## src/design/pcp_pkg.sv

```systemverilog
// ----------------------------------------------------------------------------
// pcp_pkg
// Shared widths, outcome and register codes, and types for the point camera
// projection pipeline.
// ----------------------------------------------------------------------------
package pcp_pkg;

  localparam int COORD_FRAC_BITS_DEF = 16;
  localparam int COORD_W    = 32;
  localparam int PROD_W     = 64;
  localparam int SUM_W      = 66;
  localparam int MAG_W      = 64;
  localparam int QBITS      = 17;
  localparam int CFG_IDX_W  = 4;
  localparam int CFG_DATA_W = 64;
  localparam int PIX_W      = 16;
  localparam int OUTCOME_W  = 2;

  localparam logic [OUTCOME_W-1:0] OUTCOME_INSIDE  = 2'd0;
  localparam logic [OUTCOME_W-1:0] OUTCOME_OUTSIDE = 2'd1;
  localparam logic [OUTCOME_W-1:0] OUTCOME_SKIPPED = 2'd2;

  localparam logic [CFG_IDX_W-1:0] REG_COEF_U_XY    = 4'd0;
  localparam logic [CFG_IDX_W-1:0] REG_COEF_U_ZT    = 4'd1;
  localparam logic [CFG_IDX_W-1:0] REG_COEF_V_XY    = 4'd2;
  localparam logic [CFG_IDX_W-1:0] REG_COEF_V_ZT    = 4'd3;
  localparam logic [CFG_IDX_W-1:0] REG_COEF_W_XY    = 4'd4;
  localparam logic [CFG_IDX_W-1:0] REG_COEF_W_ZT    = 4'd5;
  localparam logic [CFG_IDX_W-1:0] REG_IMAGE_SIZE   = 4'd6;
  localparam logic [CFG_IDX_W-1:0] REG_SKIP_INVALID = 4'd7;

  typedef struct packed {
    logic [63:0] coef_u_xy;
    logic [63:0] coef_u_zt;
    logic [63:0] coef_v_xy;
    logic [63:0] coef_v_zt;
    logic [63:0] coef_w_xy;
    logic [63:0] coef_w_zt;
    logic [31:0] image_size;
    logic        skip_invalid;
  } cfg_t;

  // control that travels alongside the datapath
  typedef struct packed {
    logic valid;
    logic skip;
    logic wzero;
  } side_t;

  // magnitude of a row sum; bounded below 2^64
  function automatic logic [MAG_W-1:0] sum_mag(input logic [SUM_W-1:0] s);
    logic [SUM_W-1:0] a;
    a = s[SUM_W-1] ? (~s + SUM_W'(1)) : s;
    return a[MAG_W-1:0];
  endfunction

endpackage

```

## src/design/pcp_if.sv

```systemverilog


interface pcp_cfg_if;
  logic        valid;
  logic        ready;
  logic [3:0]  index;
  logic [63:0] data;
  modport source (output valid, index, data, input ready);
  modport sink   (input valid, index, data, output ready);
endinterface

```

## src/design/pcp_cfg_regs.sv

```systemverilog
// ----------------------------------------------------------------------------
// pcp_cfg_regs
// Camera matrix, image size and skip mode registers.
// ----------------------------------------------------------------------------
module pcp_cfg_regs import pcp_pkg::*; (
  input  logic       clk,
  input  logic       rst,
  pcp_cfg_if.sink    cfg,
  output cfg_t       regs
);

  assign cfg.ready = 1'b1;

  always_ff @(posedge clk) begin
    if (rst) begin
      regs <= '0;
      regs.skip_invalid <= 1'b1;
    end else if (cfg.valid) begin
      case (cfg.index)
        REG_COEF_U_XY:    regs.coef_u_xy <= cfg.data;
        REG_COEF_U_ZT:    regs.coef_u_zt <= cfg.data;
        REG_COEF_V_XY:    regs.coef_v_xy <= cfg.data;
        REG_COEF_V_ZT:    regs.coef_v_zt <= cfg.data;
        REG_COEF_W_XY:    regs.coef_w_xy <= cfg.data;
        REG_COEF_W_ZT:    regs.coef_w_zt <= cfg.data;
        REG_IMAGE_SIZE:   regs.image_size <= cfg.data[31:0];
        REG_SKIP_INVALID: regs.skip_invalid <= cfg.data[0];
        default: ;
      endcase
    end
  end

endmodule

```

## src/flat_wrapper.sv

```systemverilog
// flat-port wrapper written by rule: the top's interface ports become plain ports
module pcp_cfg_regs_flat import pcp_pkg::*;
  (clk, rst, regs, cfg_valid, cfg_index, cfg_data, cfg_ready);
  pcp_cfg_if cfg_i ();
  input  logic clk;
  input  logic rst;
  output cfg_t regs;
  input wire logic [$bits(cfg_i.valid)-1:0] cfg_valid;
  input wire logic [$bits(cfg_i.index)-1:0] cfg_index;
  input wire logic [$bits(cfg_i.data)-1:0] cfg_data;
  output wire logic [$bits(cfg_i.ready)-1:0] cfg_ready;
  assign cfg_i.valid = cfg_valid;
  assign cfg_i.index = cfg_index;
  assign cfg_i.data = cfg_data;
  assign cfg_ready = cfg_i.ready;
  pcp_cfg_regs u_core (.clk(clk), .rst(rst), .cfg(cfg_i), .regs(regs));
endmodule
```

## config.mk

```make
export PLATFORM = sky130hd
export DESIGN_NAME = pcp_cfg_regs_flat
export DESIGN_NICKNAME = d
export VERILOG_FILES = /design/src/design/pcp_pkg.sv /design/src/design/pcp_if.sv /design/src/design/pcp_cfg_regs.sv /design/src/flat_wrapper.sv
export SDC_FILE = /design/constraint.sdc
export NUM_CORES = 1
export LEC_CHECK = 0
export ABC_AREA = 1
export BUFFER_PORTS_ARGS = -buffer_cell sky130_fd_sc_hd__buf_2
export CAP_MARGIN = 5
export CELL_PAD_IN_SITES_DETAIL_PLACEMENT = 1
export CELL_PAD_IN_SITES_GLOBAL_PLACEMENT = 1
export CORE_ASPECT_RATIO = 1.75
export CORE_MARGIN = 2
export CORE_UTILIZATION = 32
export DETAILED_ROUTE_END_ITERATION = 12
export PLACE_DENSITY = 0.79
export SLEW_MARGIN = 30
export SYNTH_ARGS = -nofsm -noshare
export SYNTH_HDL_FRONTEND = slang
export SYNTH_SLANG_ARGS = --single-unit
export TNS_END_PERCENT = 10
```

## constraint.sdc

```tcl
create_clock -name clk -period 1.3 [get_ports clk]
set_input_delay 0.325 -clock clk [delete_from_list [all_inputs] [get_ports clk]]
set_output_delay 0.325 -clock clk [all_outputs]
set_load 0.1 [all_outputs]
```

==> flow_metrics.py <==
metrics = {
    "cells_and_area": {
        "top_register": "u_core.regs",
        "areaGrowthSynthToFinish_pct": 74.8,
        "fillers": 5788,
        "drive_above_1_share": 0.367,
        "fin_util": 0.566,
        "largest_reg_flops": 417,
        "top_regs": "u_core.regs (417)",
        "final_nets": 3012,
    },
    "global_route": {
        "grt_pass1_wl_um": 128000,
        "grt_usage": 0.308,
        "grt_pass1_vias": 20800,
        "grt_max_degree": 66,
        "globalRouteOverflowTotal": 0,
        "antenna_found_initial": 2,
    },
    "pwr": {
        "clock_power_share": 0.409,
        "intPower_mw": 22.0,
        "pwr-share-seq": 0.417,
        "p_sw_frac": 0.305,
        "p_leak_nw": 12.9,
        "power_switching_mw": 9.68,
        "irDropWorstVdd_uv": 1280,
        "pwr-share-comb": 0.174,
        "power_density_nw_per_um2": 1090,
    },
    "logic_synthesis": {
        "synth_warnings": 0,
        "post-synth-top-count-cell": "nor2_1",
        "ys_seq_area_frac": 0.501,
        "dominantRegCellSynth": "dfxtp_1",
        "synth.distinct_cells": 17,
        "synth_common_cells": "837 x nor2_1, 709 x nand2_1, 417 x dfxtp_1",
        "synth-seq-cells": 417,
        "ys_async_sr_fraction": 0,
        "synth_top_area_cell": "dfxtp_1",
        "synth_top_area_frac": 0.501,
        "synthCells": 2462,
        "synth_edf_count": 0,
        "netlist_area_um2": 16700,
        "synth_top_cells_by_area": "dfxtp_1 50%, nor2_1 19%, nand2_1 16%",
        "synth_nets": 2533,
        "avgSynthCellArea_um2": 6.77,
    },
    "hold_path": {
        "min_path_type": "in2reg",
        "hold_end": "u_core.regs[219]$_SDFFE_PP0P_",
        "min_path_cells": 3,
        "hp-start": "cfg_data[58]",
    },
    "setup_path": {
        "crit_buf_inv": 1,
        "crit_type": "reg2out",
        "cp-end-kind": "output port",
        "crit_slowest_cell": "dfxtp_2",
        "r2r-start": "u_core.regs[163]$_SDFFE_PP0P_",
        "r2r_slack_ns": 0.36,
        "cpLargestDelayFamily": "flip-flops",
        "required_ns": 0.98,
        "path_cells": "buf_12",
        "startpoint_type": "register",
        "cp.arrival_ns": 1.13,
        "cp.depth": 1,
        "cp_max_fo": 2,
        "ff2ff_path_depth": 5,
        "critPathMaxStageDelay_ns": 0.38,
        "r2r-end": "u_core.regs[163]$_SDFFE_PP0P_",
    },
    "timing": {
        "min_period_over_period": 1.12,
        "final.setup_skew_ns": 0,
        "worst_slack_ns": -0.150,
        "rsz0062_at_grt": "yes",
        "finalSetupViolations": 417,
        "fmax_mhz": 690,
        "post-route-min-period_ns": 1.45,
        "hold_viol_final": 0,
        "maxSlewViolCount": 0,
    },
    "floorplanning": {
        "core_area_um2": 51500,
        "dieArea_um2": 54000,
        "num_io_pins": 489,
        "dieHeight_um": 306,
        "die_w_um": 177,
        "initial_utilization": 0.324,
        "rows": 110,
    },
    "drt": {
        "vias_per_cell": 5.10,
        "drt-initial-drc-count": 1044,
        "drc": 0,
        "firstDrtPassIters": 5,
        "wl_um": 85800,
        "vias": 18600,
        "post_drt_wl_per_cell_um": 23.6,
        "final_antenna_net_count": 0,
    },
    "cts": {
        "clkSinkCount": 417,
        "cts-root-buf": "clkbuf_16",
        "cts_buffers": 42,
        "htree_levels": 2,
        "clk_latency_ns": 0.55,
        "clkSlewWorstSetupHoldPaths_ns": 0.07,
        "cts_hold_buf": 0,
        "clockBufferDepth": 3,
        "cts_tree": "built",
    },
    "placement": {
        "hpwl_um": 56400,
        "port_buffers": 487,
        "globalplace.congestion": 0.858,
        "post-place-ws_ns": -0.336,
    },
    "outcome": {
        "status": "finished, violations left",
        "violations": "setup timing",
    },
    "run": {
        "max-cap-violations": 0,
    },
}
[kinds of logic (layout without fill, tap and decap cells)]
| kind of cell | Yosys count | count (layout) | synth area share |
|---|---|---|---|
| simple gates | 1684 | 1684 | 0.401 |
| other cells | 1 | 3 | 0.000225 |
| flops | 417 | 417 | 0.501 |
| buf+inv | 359 | 866 | 0.0981 |
| compound gates | 1 | 1 | 0.000300 |
[power by group through the flow]
stage	clock, mW	sequential (mW)	combinational, mW
final	13.0	13.2	5.52
after global routing	13.6	13.2	5.73
after CTS	13.0	13.3	5.44
after detailed placement	0	13.7	5.36
after global placement	0	13.7	5.21
after floorplan	0	15.5	1.20
[area by class of cell]
class / instances / area (um2) / share of cell area
diodes: 2 / 5.00 / 0.000172
clock inverters: 12 / 174 / 0.00597
clock buffers: 60 / 1240 / 0.0426
well taps: 672 / 841 / 0.0289
repair buffers: 597 / 10100 / 0.348
multi-input cells: 1686 / 6750 / 0.232
inverters: 197 / 747 / 0.0256
flip-flops and latches: 417 / 9240 / 0.317
[cells in the final DEF (no fill, tap or decap), drive strengths merged]
cell,Yosys,final
o21ai,1,1
conb,1,1
clkinv,0,6
nand4,128,128
dfxtp,417,417
diode,0,2
clkinvlp,0,1
clkbuf,32,60
buf,130,597
nand3b,1,1
nor2,842,842
nand3,4,4
bufinv,0,4
nand2,709,709
inv,197,198
[through the flow]
stage               std cells  TNS [ns]  total power [mW]  hold slack, ns  instance area [um2]
CTS                      3637    -57.76              31.8          0.0246                28900
floorplan                2462         0              16.7           0.451                16700
detailed placement       3555    -86.28              19.0           0.516                26700
finish                   3643    -49.00              31.7          0.0463                29100
global route             3643    -59.96              32.5          0.0415                29100
global placement         3555    -52.46              18.9           0.507                26700
[worst max path at each step]
stage,from,slack (ns),to
3_3_place_gp,cfg_index[3],-0.23,u_core.regs[332]$_SDFFE_PP0P_
3_5_place_dp,cfg_index[3],-0.34,u_core.regs[136]$_SDFFE_PP0P_
6_report,u_core.regs[218]$_SDFFE_PP0P_,-0.15,regs[218]
5_1_grt,u_core.regs[68]$_SDFFE_PP0P_,-0.17,regs[68]
2_1_floorplan,u_core.regs[391]$_SDFFE_PP0P_,0.02,u_core.regs[391]$_SDFFE_PP0P_
4_1_cts,u_core.regs[246]$_SDFFE_PP0P_,-0.16,regs[246]
[per-layer routing]
metal	up-vias	routed length, um	global-route usage
met5	-	0	0
met4	0	7710	0.233
met3	351	4630	0.0559
met2	796	45400	0.576
met1	9097	28100	0.293
li1	8324	-	-
[what timing repair did]
item / CTS / global route
setup buffers: 10 / 4
gates cloned: 0 / 0
endpoints found under the setup margin: 417 / 417
hold endpoints to repair: 0 / 0
resized for setup: 485 / 80
Note: power is estimated with default switching activity, not from simulation.
